===== src/hw/rtl/xbr_pkg.sv =====
// ----------------------------------------------------------------------------
// xbr_pkg
// Shared types, codes and the CRC-16 byte update for the XMODEM block receiver.
// ----------------------------------------------------------------------------
package xbr_pkg;

  // Block geometry
  localparam int BLOCK_BYTES = 128;
  localparam int IDX_W       = $clog2(BLOCK_BYTES + 5);
  localparam logic [IDX_W-1:0] DATA_END = IDX_W'(3 + BLOCK_BYTES);

  // Queue between front and back
  localparam int QDEPTH = 4;
  localparam int QPTR_W = $clog2(QDEPTH);
  localparam int QCNT_W = $clog2(QDEPTH + 1);

  // Line bytes
  localparam logic [7:0]  SOH_BYTE = 8'h01;
  localparam logic [7:0]  EOT_BYTE = 8'h04;
  localparam logic [7:0]  HDR_SUM  = 8'hFF;
  localparam logic [15:0] CRC_POLY = 16'h1021;

  // Send codes
  localparam logic [2:0] SEND_NONE = 3'd0;
  localparam logic [2:0] SEND_C    = 3'd1;
  localparam logic [2:0] SEND_NAK  = 3'd2;
  localparam logic [2:0] SEND_ACK  = 3'd3;
  localparam logic [2:0] SEND_CAN  = 3'd4;

  // Status codes
  localparam logic [2:0] ST_BUSY       = 3'd0;
  localparam logic [2:0] ST_OK         = 3'd1;
  localparam logic [2:0] ST_NO_EOT     = 3'd2;
  localparam logic [2:0] ST_UNEXPECTED = 3'd3;
  localparam logic [2:0] ST_SYNC       = 3'd4;

  // Input action codes
  localparam logic ACT_START = 1'b0;

  typedef enum logic [2:0] {
    PH_IDLE,
    PH_WAIT,
    PH_BLOCK,
    PH_AFTER_EOT,
    PH_END
  } phase_t;

  // Front-end classification of an item
  typedef enum logic [1:0] {
    K_START,
    K_SOH,
    K_EOT,
    K_OTHER
  } kind_t;

  typedef struct packed {
    logic       action;
    logic [7:0] rx_byte;
  } item_t;

  typedef struct packed {
    logic [2:0] send_code;
    logic       data_valid;
    logic [7:0] data_byte;
    logic       block_end;
    logic       block_commit;
    logic [2:0] status;
  } result_t;

  typedef struct packed {
    kind_t      kind;
    logic [7:0] rx_byte;
  } cmd_t;

  // Queue handshake toward the front
  typedef struct packed {
    logic full;
    logic push;
  } q_stat_t;

  // CRC-16, poly 0x1021, one byte, MSB first
  function automatic logic [15:0] crc_update(input logic [15:0] crc, input logic [7:0] b);
    logic [15:0] c;
    c = crc ^ {b, 8'h00};
    for (int i = 0; i < 8; i++) begin
      if (c[15]) begin
        c = {c[14:0], 1'b0} ^ CRC_POLY;
      end else begin
        c = {c[14:0], 1'b0};
      end
    end
    return c;
  endfunction

endpackage


===== src/hw/rtl/xmodem_block_receiver.sv =====
// Path: an item passes through the input stage, the queue and the result register.
// Throughput: one item per cycle while item_stall is low; the protocol engine steps one byte per cycle
// while the result is not stalled, CRC-16 byte update included, and the 4-entry queue absorbs result-side stalls.
// Reset: synchronous; clears the queue, the state machine (idle) and sets use_crc to 1.
// ----------------------------------------------------------------------------
// xmodem_block_receiver
// XMODEM receiver: classifies line bytes in front, runs the block protocol in back.
// ----------------------------------------------------------------------------
module xmodem_block_receiver (
  input  logic             clk,
  input  logic             rst,
  input  logic             cfg_we,
  input  logic             cfg_wdata,
  input  logic             item_valid,
  output logic             item_stall,
  input  xbr_pkg::item_t   item,
  output logic             result_valid,
  input  logic             result_stall,
  output xbr_pkg::result_t result
);
  import xbr_pkg::*;

  logic    fe_valid;
  cmd_t    fe_cmd;
  q_stat_t qstat;
  logic    q_valid;
  cmd_t    q_cmd;
  logic    q_ready;

  xbr_front u_front (
    .clk        (clk),
    .rst        (rst),
    .item_valid (item_valid),
    .item_stall (item_stall),
    .item       (item),
    .cmd_valid  (fe_valid),
    .cmd        (fe_cmd),
    .q_full     (qstat.full)
  );

  xbr_queue u_queue (
    .clk        (clk),
    .rst        (rst),
    .push_valid (fe_valid),
    .push_cmd   (fe_cmd),
    .qstat      (qstat),
    .pop_valid  (q_valid),
    .pop_cmd    (q_cmd),
    .pop_ready  (q_ready)
  );

  xbr_back u_back (
    .clk          (clk),
    .rst          (rst),
    .cfg_we       (cfg_we),
    .cfg_wdata    (cfg_wdata),
    .cmd_valid    (q_valid),
    .cmd          (q_cmd),
    .cmd_ready    (q_ready),
    .result_valid (result_valid),
    .result_stall (result_stall),
    .result       (result)
  );

  // Assertions
  a_push_not_full: assert property (@(posedge clk) disable iff (rst)
    qstat.push |-> !qstat.full)
    else $error("queue push while full");

  a_commit_at_end: assert property (@(posedge clk) disable iff (rst)
    result_valid && result.block_commit |-> result.block_end &&
      result.send_code == SEND_ACK)
    else $error("commit without block end and ACK");

  a_data_quiet: assert property (@(posedge clk) disable iff (rst)
    result_valid && result.data_valid |-> result.send_code == SEND_NONE &&
      !result.block_end)
    else $error("data byte together with a control response");

  a_reset_empty: assert property (@(posedge clk)
    $past(rst) |-> !result_valid)
    else $error("result valid right after reset");

endmodule


===== src/hw/rtl/xbr_front.sv =====
// ----------------------------------------------------------------------------
// xbr_front
// Input stage: takes item transfers, classifies them and hands them to the queue.
// ----------------------------------------------------------------------------
module xbr_front (
  input  logic           clk,
  input  logic           rst,
  input  logic           item_valid,
  output logic           item_stall,
  input  xbr_pkg::item_t item,
  output logic           cmd_valid,
  output xbr_pkg::cmd_t  cmd,
  input  logic           q_full
);
  import xbr_pkg::*;

  logic  fe_valid;
  cmd_t  fe_cmd;
  cmd_t  cls;
  logic  load;

  // Classify the incoming item
  always_comb begin
    cls.rx_byte = item.rx_byte;
    if (item.action == ACT_START) begin
      cls.kind = K_START;
    end else if (item.rx_byte == SOH_BYTE) begin
      cls.kind = K_SOH;
    end else if (item.rx_byte == EOT_BYTE) begin
      cls.kind = K_EOT;
    end else begin
      cls.kind = K_OTHER;
    end
  end

  // Hold off only while the stage is full and the queue cannot take it
  assign item_stall = fe_valid && q_full;
  assign load       = item_valid && !item_stall;

  always_ff @(posedge clk) begin
    if (rst) begin
      fe_valid <= 1'b0;
    end else if (load) begin
      fe_valid <= 1'b1;
    end else if (!q_full) begin
      fe_valid <= 1'b0;
    end
  end

  always_ff @(posedge clk) begin
    if (load) begin
      fe_cmd <= cls;
    end
  end

  assign cmd_valid = fe_valid;
  assign cmd       = fe_cmd;

endmodule


===== src/hw/rtl/xbr_queue.sv =====
// ----------------------------------------------------------------------------
// xbr_queue
// Short FIFO of classified commands between the front and the back.
// ----------------------------------------------------------------------------
module xbr_queue (
  input  logic             clk,
  input  logic             rst,
  input  logic             push_valid,
  input  xbr_pkg::cmd_t    push_cmd,
  output xbr_pkg::q_stat_t qstat,
  output logic             pop_valid,
  output xbr_pkg::cmd_t    pop_cmd,
  input  logic             pop_ready
);
  import xbr_pkg::*;

  cmd_t              mem [QDEPTH];
  logic [QPTR_W-1:0] wr_ptr;
  logic [QPTR_W-1:0] rd_ptr;
  logic [QCNT_W-1:0] count;
  logic              full;
  logic              push;
  logic              pop;

  assign full      = (count == QCNT_W'(QDEPTH));
  assign push      = push_valid && !full;
  assign pop_valid = (count != '0);
  assign pop       = pop_valid && pop_ready;
  assign pop_cmd   = mem[rd_ptr];

  assign qstat.full = full;
  assign qstat.push = push;

  // Pointers and fill level
  always_ff @(posedge clk) begin
    if (rst) begin
      wr_ptr <= '0;
      rd_ptr <= '0;
      count  <= '0;
    end else begin
      if (push) begin
        wr_ptr <= wr_ptr + 1'b1;
      end
      if (pop) begin
        rd_ptr <= rd_ptr + 1'b1;
      end
      if (push && !pop) begin
        count <= count + 1'b1;
      end else if (pop && !push) begin
        count <= count - 1'b1;
      end
    end
  end

  // Storage
  always_ff @(posedge clk) begin
    if (push) begin
      mem[wr_ptr] <= push_cmd;
    end
  end

endmodule


===== src/hw/rtl/xbr_back.sv =====
// ----------------------------------------------------------------------------
// xbr_back
// Protocol engine: block framing, check, sequencing and the result register.
// ----------------------------------------------------------------------------
module xbr_back (
  input  logic             clk,
  input  logic             rst,
  input  logic             cfg_we,
  input  logic             cfg_wdata,
  input  logic             cmd_valid,
  input  xbr_pkg::cmd_t    cmd,
  output logic             cmd_ready,
  output logic             result_valid,
  input  logic             result_stall,
  output xbr_pkg::result_t result
);
  import xbr_pkg::*;

  logic             use_crc;
  phase_t           phase, phase_next;
  logic [IDX_W-1:0] byte_index, byte_index_next;
  logic [7:0]       got_number, got_number_next;
  logic             header_bad, header_bad_next;
  logic             is_new_block, is_new_block_next;
  logic [7:0]       last_good_number, last_good_number_next;
  logic [15:0]      check_accum, check_accum_next;
  logic [7:0]       check_high_byte, check_high_byte_next;
  result_t          res_next;
  result_t          res_q;
  logic             res_valid;
  logic             step;
  logic [7:0]       next_num;
  logic [7:0]       b;
  logic             good;
  logic             hdr_bad_now;

  assign cmd_ready = !res_valid || !result_stall;
  assign step      = cmd_valid && cmd_ready;
  assign b         = cmd.rx_byte;
  assign next_num  = last_good_number + 8'd1;
  assign hdr_bad_now = (got_number + b) != HDR_SUM;

  // Check comparison at the final byte
  always_comb begin
    if (use_crc) begin
      good = (check_accum == {check_high_byte, b});
    end else begin
      good = (check_accum[7:0] == b);
    end
  end

  // Next state and result
  always_comb begin
    phase_next            = phase;
    byte_index_next       = byte_index;
    got_number_next       = got_number;
    header_bad_next       = header_bad;
    is_new_block_next     = is_new_block;
    last_good_number_next = last_good_number;
    check_accum_next      = check_accum;
    check_high_byte_next  = check_high_byte;
    res_next              = '0;
    res_next.send_code    = SEND_NONE;
    res_next.status       = ST_BUSY;

    if (cmd.kind == K_START) begin
      phase_next            = PH_WAIT;
      byte_index_next       = '0;
      got_number_next       = '0;
      header_bad_next       = 1'b0;
      is_new_block_next     = 1'b0;
      last_good_number_next = '0;
      check_accum_next      = '0;
      check_high_byte_next  = '0;
      res_next.send_code    = use_crc ? SEND_C : SEND_NAK;
    end else begin
      unique case (phase)
        PH_WAIT: begin
          if (cmd.kind == K_SOH) begin
            phase_next      = PH_BLOCK;
            byte_index_next = IDX_W'(1);
          end else if (cmd.kind == K_EOT) begin
            res_next.send_code = SEND_NAK;
            phase_next         = PH_AFTER_EOT;
          end else begin
            res_next.send_code = SEND_CAN;
            res_next.status    = ST_NO_EOT;
            phase_next         = PH_END;
          end
        end
        PH_AFTER_EOT: begin
          if (cmd.kind == K_EOT) begin
            res_next.send_code = SEND_ACK;
            res_next.status    = ST_OK;
          end else begin
            res_next.status = ST_UNEXPECTED;
          end
          phase_next = PH_END;
        end
        PH_BLOCK: begin
          if (byte_index <= IDX_W'(1)) begin
            // block number
            got_number_next = b;
            byte_index_next = IDX_W'(2);
          end else if (byte_index == IDX_W'(2)) begin
            // complement of the block number
            header_bad_next   = hdr_bad_now;
            is_new_block_next = !hdr_bad_now && (got_number == next_num);
            check_accum_next  = '0;
            byte_index_next   = IDX_W'(3);
          end else if (byte_index < DATA_END) begin
            // data byte
            if (use_crc) begin
              check_accum_next = crc_update(check_accum, b);
            end else begin
              check_accum_next = {8'h00, check_accum[7:0] + b};
            end
            res_next.data_valid = is_new_block;
            res_next.data_byte  = is_new_block ? b : 8'h00;
            byte_index_next     = byte_index + 1'b1;
          end else if (use_crc && byte_index == DATA_END) begin
            check_high_byte_next = b;
            byte_index_next      = byte_index + 1'b1;
          end else begin
            // block decision
            res_next.block_end = 1'b1;
            phase_next         = PH_WAIT;
            byte_index_next    = '0;
            if (header_bad) begin
              res_next.send_code = SEND_NAK;
            end else if (got_number != next_num && got_number != last_good_number) begin
              res_next.send_code = SEND_CAN;
              res_next.status    = ST_SYNC;
              phase_next         = PH_END;
            end else if (!good) begin
              res_next.send_code = SEND_NAK;
            end else begin
              res_next.send_code = SEND_ACK;
              if (is_new_block) begin
                res_next.block_commit = 1'b1;
                last_good_number_next = next_num;
              end
            end
          end
        end
        PH_IDLE, PH_END: begin
          // bytes are ignored
        end
        default: begin
        end
      endcase
    end
  end

  // Configuration register
  always_ff @(posedge clk) begin
    if (rst) begin
      use_crc <= 1'b1;
    end else if (cfg_we) begin
      use_crc <= cfg_wdata;
    end
  end

  // Protocol state
  always_ff @(posedge clk) begin
    if (rst) begin
      phase            <= PH_IDLE;
      byte_index       <= '0;
      got_number       <= '0;
      header_bad       <= 1'b0;
      is_new_block     <= 1'b0;
      last_good_number <= '0;
      check_accum      <= '0;
      check_high_byte  <= '0;
    end else if (step) begin
      phase            <= phase_next;
      byte_index       <= byte_index_next;
      got_number       <= got_number_next;
      header_bad       <= header_bad_next;
      is_new_block     <= is_new_block_next;
      last_good_number <= last_good_number_next;
      check_accum      <= check_accum_next;
      check_high_byte  <= check_high_byte_next;
    end
  end

  // Result register
  always_ff @(posedge clk) begin
    if (rst) begin
      res_valid <= 1'b0;
    end else if (step) begin
      res_valid <= 1'b1;
    end else if (!result_stall) begin
      res_valid <= 1'b0;
    end
  end

  always_ff @(posedge clk) begin
    if (step) begin
      res_q <= res_next;
    end
  end

  assign result_valid = res_valid;
  assign result       = res_q;

endmodule


===== config.mk =====
export PLATFORM = sky130hd
export DESIGN_NAME = xmodem_block_receiver
export DESIGN_NICKNAME = d
export VERILOG_FILES = /design/src/hw/rtl/xbr_pkg.sv /design/src/hw/rtl/xmodem_block_receiver.sv /design/src/hw/rtl/xbr_front.sv /design/src/hw/rtl/xbr_queue.sv /design/src/hw/rtl/xbr_back.sv
export SDC_FILE = /design/constraint.sdc
export NUM_CORES = 1
export LEC_CHECK = 0
export BUFFER_PORTS_ARGS = -buffer_cell sky130_fd_sc_hd__buf_4
export CORE_ASPECT_RATIO = 1.75
export CORE_MARGIN = 1
export CORE_UTILIZATION = 61
export CTS_CLUSTER_DIAMETER = 60
export DETAILED_ROUTE_END_ITERATION = 10
export PLACE_DENSITY = 0.76
export SLEW_MARGIN = 0
export SYNTH_ARGS = -nofsm -noshare
export SYNTH_HDL_FRONTEND = slang
export SYNTH_SLANG_ARGS = --single-unit

===== constraint.sdc =====
create_clock -name clk -period 4 [get_ports clk]
set_input_delay 0.6 -clock clk [delete_from_list [all_inputs] [get_ports clk]]
set_output_delay 0.6 -clock clk [all_outputs]
set_load 0.1 [all_outputs]

==> results of run 1 <==
## power groups by stage
stage	logic [mW]	registers (mW)	clock network [mW]
floorplan	1.18	2.41	0
global placement	2.32	1.81	0
detailed placement	2.35	1.82	0
CTS	2.37	1.79	1.60
global route	2.54	1.81	1.64
finish	2.39	1.79	1.58
## area by class of cell
| type | count | area [sq um] |
|---|---|---|
| multi-input combinational | 437 | 3210 |
| tap | 130 | 163 |
| clock buffer | 17 | 425 |
| timing repair buffer | 44 | 330 |
| fill | 782 | 3010 |
| sequential | 132 | 3310 |
| inverter | 18 | 67.6 |
| clock inverter | 15 | 170 |
## Yosys cell counts, types with 4 or more instances
cell type	count	area [sq um]
a22oi_1	12	90.1
a211oi_1	7	52.6
nand4_1	11	68.8
nand3_1	8	40.0
xnor2_1	37	324
clkbuf_1	18	67.6
nand2_1	30	113
nand2b_1	6	37.5
dfxtp_1	65	1300
inv_1	17	63.8
nor4_1	5	31.3
buf_2	6	30.0
or3_1	4	25.0
nor3_1	9	45.0
nor2b_1	13	81.3
ha_1	28	350
a21oi_1	26	130
nor2_1	72	270
mux4_2	9	203
a21o_1	8	60.1
mux2i_1	28	280
edfxtp_1	67	2010
xor2_1	32	280
o21ai_0	14	70.1
and3_1	6	37.5
and2_1	20	125
## worst paths after layout
check | cells after the start | startpoint | to
setup / recovery | 9 | flip-flop | u_back.last_good_number[6]$_SDFFE_PP0P_
hold / removal | 1 | item[5] | u_front.cmd[5]$_DFFE_PP_
setup reg to reg | 9 | flip-flop | u_back.last_good_number[6]$_SDFFE_PP0P_
hold reg to reg | 2 | u_back.header_bad$_SDFFE_PP0P_ | u_back.header_bad$_SDFFE_PP0P_
## per-stage QoR
stage | worst slack [ns] | power, mW | std cells
floorplan | 0.965 | 3.59 | 615
detailed placement | 0.401 | 4.17 | 761
global route | 0.0401 | 6.00 | 793
finish | 0.397 | 5.75 | 793
CTS | 0.384 | 5.76 | 793
global placement | 0.482 | 4.12 | 761
## routing by layer
metal / track usage, % / up-vias / wire length [um]
li1: - / 2293 / -
met1: 31.4 / 2360 / 5580
met2: 54.5 / 141 / 8780
met3: 5.63 / 65 / 492
met4: 20.6 / 0 / 1070
met5: 0 / - / 0
## cells by family (layout without fill, tap and decap cells)
group           after synthesis  after routing
compound gates              101            101
xor+xnor                     69             69
fa+ha+maj                    31             31
buf+inv                      46             94
flops                       132            132
mux                          40             40
simple gates                196            196
## flip-flops by register name, indices dropped and copies added (netlist names), named ones only
name                     flops
u_back.byte_index            8
u_back.check_accum          16
u_back.check_high_byte       8
u_back.got_number            8
u_back.header_bad            1
u_back.is_new_block          1
u_back.last_good_number      8
u_back.phase                 3
u_back.result               17
u_back.result_valid          1
u_back.use_crc               1
u_front.cmd                 10
u_front.cmd_valid            1
u_queue.count                3
u_queue.mem                 40
u_queue.rd_ptr               2
u_queue.wr_ptr               2
## critical path, cell delays in order (launching register included)
cell	delay [ns]
dfxtp_1	0.54
buf_4	0.24
mux4_2	0.57
ha_1	0.40
nor4_1	0.32
and3_1	0.27
nand4_1	0.33
a2111oi_2	0.48
mux2i_1	0.23
a21oi_1	0.08
## repair_timing
action                     in CTS  in global routing
setup endpoints to repair       0                  1
hold endpoints to repair        0                  0
resized for setup               0                  1
==> metrics.txt, run 1 <==
outcome=finished, final reports clean; number of antenna violations at the first check in global routing=0; reported net switching power=2.45 mW; maximum clock rate=278 MHz; Chip Height=141 um; combinational share of power=41.5%; cell row count=50; wire length of the first global-routing pass=25,500 um; highest-count cells in the layout ignoring fill and taps=72 x nor2_1, 67 x edfxtp_1, 65 x dfxtp_1; setup slack of the most critical reg-to-reg path=0.40 ns; Power Internal=3.31 mW; RSZ-0062 raised after global routing=false; routability-driven placement congestion ratio=0.936; post-detailed-routing wire length=15,900 um; Yosys cell types=66; final number of max-transition violations=0; CP Launch Type=flip-flop; floorplan core area=10,700 sq um; insertion delay of the later-clocked pin in the worst-skew pair=0.43 ns; DPL Wire Length=11,800 um; share of the core filled with cells in the final layout=71.8%; full die area=11,500 sq um; drc violations=0; antenna cell count=0; max-capacitance violation count=0; Critical Path Sink Type=flip-flop; compound-cell area share of the yosys netlist=10.3%; number of buffers inserted by port buffering=33; transition at the pin with the smallest max-transition slack=0.972 ns; predominant post-synthesis flop cell=edfxtp_1; sinks on the clock net=132; simple-gate portion of the synthesized area=14.7%; Flop pwr share=31.1%; via count of the first global-routing pass=4,995; fraction of registers with async set/reset=0%; maximum clock path buffer count=2; Synth Cell Area=6720 sq um; Clock Skew=0.0105 ns; peak ir drop on the vdd network=0.852 mV; power density relative to cell area=749 nW/um^2; clock period minus worst slack=3.60 ns; final layout net count=696; data arrival time of the critical path=3.89 ns; mean instance size in the synthesized netlist=10.9 sq um; TritonCTS clock tree=done; number of failing hold endpoints at the final stage=0; total overflow reported by the global router=0; fraction of synthesized area in multiplexers=7.69%; fraction of layout cells with a size suffix above 1=14.9%; setup-violating endpoint count in the final report=0; number of enable flip-flop cells after synthesis=67; TritonCTS buffer count=17; cell area after placement=7080 sq um; die outline width=81.3 um; xor-xnor portion of the synthesized cell area=9.00%; nets in the synthesized netlist=661; clock network fraction of design power=27.4%; Reg clk slew, reported paths=0.07 ns; Worst Hold Margin=0.362 ns; required arrival time at the worst endpoint=4.29 ns; Slew headroom=35.0%; mean routed wirelength per cell=20.1 um; worst min path class=in2reg; maximum number of pins on one net before global-route repair=62; total via count after detailed routing=4,859; master cell of the clock root buffer=clkbuf_16; effective utilization at floorplan=62.8%; count of mapped cells out of synthesis=615; Antenna Violating Nets Remaining=0; initial detailed-routing violation count=290; number of synthesized register bits=132; type of the setup path with the least slack=reg2reg; count of H-tree levels built during CTS=4; routed via count divided by cell count=6.13; largest fanout of any net on the critical path=7; post-route cell area=7680 sq um; TritonRoute pass-1 iters=6; Leak Pwr=2.94 nW; Post-CTS Setup Bufs=0; number of warning messages in the yosys log=0; Total GRT Usage=30.7%; CTS Hold Buffers Added=0; proportion of total power due to net switching=42.5%; adder and majority cell fraction of the synthesized area=6.11%; most common library cell in the layout ignoring fill and taps=nor2_1; summed negative setup slack over all endpoints=0 ns; relative area change from synthesis to final layout=14.4%; main combinational cell family by area after synthesis=simple AND/OR/NAND/NOR gates; sequential cell area fraction in the yosys report=49.3%; fraction of the cycle the final worst path needs=90.1%; total I/O pin count=34
No activity file was read; power rests on OpenSTA's default activity.
==> run 2: changes to the inputs <==
- ABC_AREA: default -> 1
- CORE_UTILIZATION: 61 -> 62
- PLACE_DENSITY: 0.76 -> 0.77
==> run 2 against run 1 <==
Count of clock-buffer cells in the layout stayed put. Utilization is 0.55 points higher. Setup slack better by 0.47 ns. Via count is 19% higher. First-iteration DRC count is 63% higher. Design area is 1.9% higher. Hold slack better by 0.00070 ns. Routed wire length is 3.7% higher.
==> metrics.txt, run 2 <==
number of antenna violations at the first check in global routing=0; setup-violating endpoint count in the final report=0; clock period minus worst slack=3.13 ns; post-route cell area=7830 sq um; required arrival time at the worst endpoint=4.30 ns; compound-cell area share of the yosys netlist=9.77%; largest fanout of any net on the critical path=21; max-capacitance violation count=0; number of enable flip-flop cells after synthesis=67; power density relative to cell area=866 nW/um^2; Flop pwr share=28.3%; final number of max-transition violations=0; floorplan core area=10,800 sq um; Reg clk slew, reported paths=0.06 ns; antenna cell count=0; adder and majority cell fraction of the synthesized area=5.90%; cell with the most instances after synthesis=nand2_1; number of buffers inserted by port buffering=33; fraction of synthesized area in multiplexers=0%; count of H-tree levels built during CTS=4; routed via count divided by cell count=5.74; outcome=finished, final reports clean; reported net switching power=3.23 mW; Clock Skew=0.0123 ns; Chip Height=142 um; relative area change from synthesis to final layout=12.7%; TritonCTS buffer count=17; fraction of post-synthesis cell area in the top cell type by area=28.9%; number of filler instances in the final layout=792; Synth Cell Area=6950 sq um; final layout net count=910; worst min path class=in2reg; summed negative setup slack over all endpoints=0 ns; count of mapped cells out of synthesis=829; cell row count=50; RSZ-0062 raised after global routing=false; Total GRT Usage=30.6%; mean instance size in the synthesized netlist=8.39 sq um; Slew headroom=29.9%; wire length of the first global-routing pass=26,300 um; main combinational cell family by area after synthesis=simple AND/OR/NAND/NOR gates; routability-driven placement congestion ratio=0.891; Critical Path Sink Type=flip-flop; number of synthesized register bits=132; fraction of the cycle the final worst path needs=78.2%; Antenna Violating Nets Remaining=0; drc violations=0; combinational share of power=49.5%; simple-gate portion of the synthesized area=23.7%; fraction of registers with async set/reset=0%; CTS Hold Buffers Added=0; DPL Wire Length=12,100 um; via count of the first global-routing pass=5,676; total I/O pin count=34; data arrival time of the critical path=3.43 ns; post-detailed-routing wire length=16,500 um; master cell of the clock root buffer=clkbuf_16; Synth top cells by count=189 x nand2_1, 97 x nor2_1, 83 x inv_1, 71 x a21oi_1, 67 x edfxtp_1; full die area=11,700 sq um; total via count after detailed routing=5,779; sequential cell area fraction in the yosys report=47.7%; TritonCTS clock tree=done; Yosys cell types=48; highest-count cells in the layout ignoring fill and taps=189 x nand2_1, 97 x nor2_1, 83 x inv_1; flip-flop count of the largest register after layout=40; top post-synthesis cells by area=edfxtp_1 29%, dfxtp_1 19%, nand2_1 10%; number of failing hold endpoints at the final stage=0; Post-CTS Setup Bufs=0; clock network fraction of design power=22.2%; cell area after placement=7260 sq um; nets in the synthesized netlist=875; die outline width=82.1 um; CP Launch Type=flip-flop; type of the setup path with the least slack=reg2reg; Leak Pwr=3.31 nW; number of gates given a new drive strength after cts=0; cell taking the most area after synthesis=edfxtp_1; TritonRoute pass-1 iters=6; transition at the pin with the smallest max-transition slack=1.05 ns; peak ir drop on the vdd network=0.841 mV; maximum clock path buffer count=2; insertion delay of the later-clocked pin in the worst-skew pair=0.42 ns; total overflow reported by the global router=0; xor-xnor portion of the synthesized cell area=6.06%; initial detailed-routing violation count=474; number of warning messages in the yosys log=0; effective utilization at floorplan=64.2%; Biggest register=u_queue.mem; Power Internal=3.55 mW; mean routed wirelength per cell=16.4 um; sinks on the clock net=132; fraction of layout cells with a size suffix above 1=12.1%; predominant post-synthesis flop cell=edfxtp_1; proportion of total power due to net switching=47.6%; maximum number of pins on one net before global-route repair=31; most common library cell in the layout ignoring fill and taps=nand2_1; maximum clock rate=320 MHz
## run 2: final cells by class
class / count / area, sq um / area share [%]
flip-flops and latches: 132 / 3310 / 42.3
multi-input cells: 582 / 3160 / 40.3
clock buffers: 17 / 425 / 5.43
inverters: 94 / 353 / 4.50
repair buffers: 37 / 278 / 3.55
well taps: 130 / 163 / 2.08
clock inverters: 15 / 143 / 1.82
## run 2: kinds of logic (layout without fill, tap and decap cells)
group,Yosys count,after routing
buffers and inverters,115,163
adder cells (fa/ha/maj),31,31
XOR/XNOR,43,43
AND/OR/NAND/NOR,382,382
AO/OA/AOI/OAI,126,126
flip-flops,132,132
## run 2: path summary, 6_finish.rpt
check	startpoint	end	slack, ns	cells after the start
max	flip-flop	u_back.last_good_number[2]$_SDFFE_PP0P_	0.87	15
min	item[7]	u_front.cmd[7]$_DFFE_PP_	0.36	1
max reg2reg	flip-flop	u_back.last_good_number[2]$_SDFFE_PP0P_	0.87	15
min reg2reg	u_back.check_high_byte[1]$_SDFFE_PP0P_	u_back.check_high_byte[1]$_SDFFE_PP0P_	0.47	2
## run 2: critical path, stage by stage, from the launching register on
cell and delay [ns]:
dfxtp_1 0.33, buf_4 0.24, inv_2 0.19, nand2_1 0.12
nand3_1 0.07, nand2_1 0.27, inv_1 0.17, ha_1 0.39
nor4_1 0.29, nand2_1 0.15, a21oi_2 0.22, nand3_2 0.15
nand2_4 0.19, nand3_1 0.10, nand2_1 0.09, nor2_1 0.05
## run 2: layer usage
layer | vias up | share of wire (%) | GRT usage, %
li1 | 2797 | - | -
met1 | 2713 | 37 | 32.2
met2 | 217 | 55 | 55.2
met3 | 52 | 4.7 | 6.60
met4 | 0 | 3.8 | 15.5
met5 | - | 0 | 0
## run 2: power by group through the flow
stage / clock (mW) / sequential [mW] / combinational (mW)
6_report: 1.51 / 1.92 / 3.36
5_1_grt: 1.58 / 1.94 / 3.65
4_1_cts: 1.51 / 1.91 / 3.31
3_5_place_dp: 0 / 1.93 / 3.26
3_3_place_gp: 0 / 1.93 / 3.18
2_1_floorplan: 0 / 2.50 / 2.01
## run 2: through the flow
stage	hold slack, ns	utilization, %	std cells	setup slack (ns)	total power, mW
6_report	0.363	72.4	1007	0.872	6.78
5_1_grt	0.350	72.4	1007	0.651	7.17
4_1_cts	0.361	72.4	1007	0.888	6.74
3_5_place_dp	0.468	67.1	975	0.906	5.20
3_3_place_gp	0.465	67.1	975	1.02	5.11
2_1_floorplan	0.436	-	829	1.31	4.51
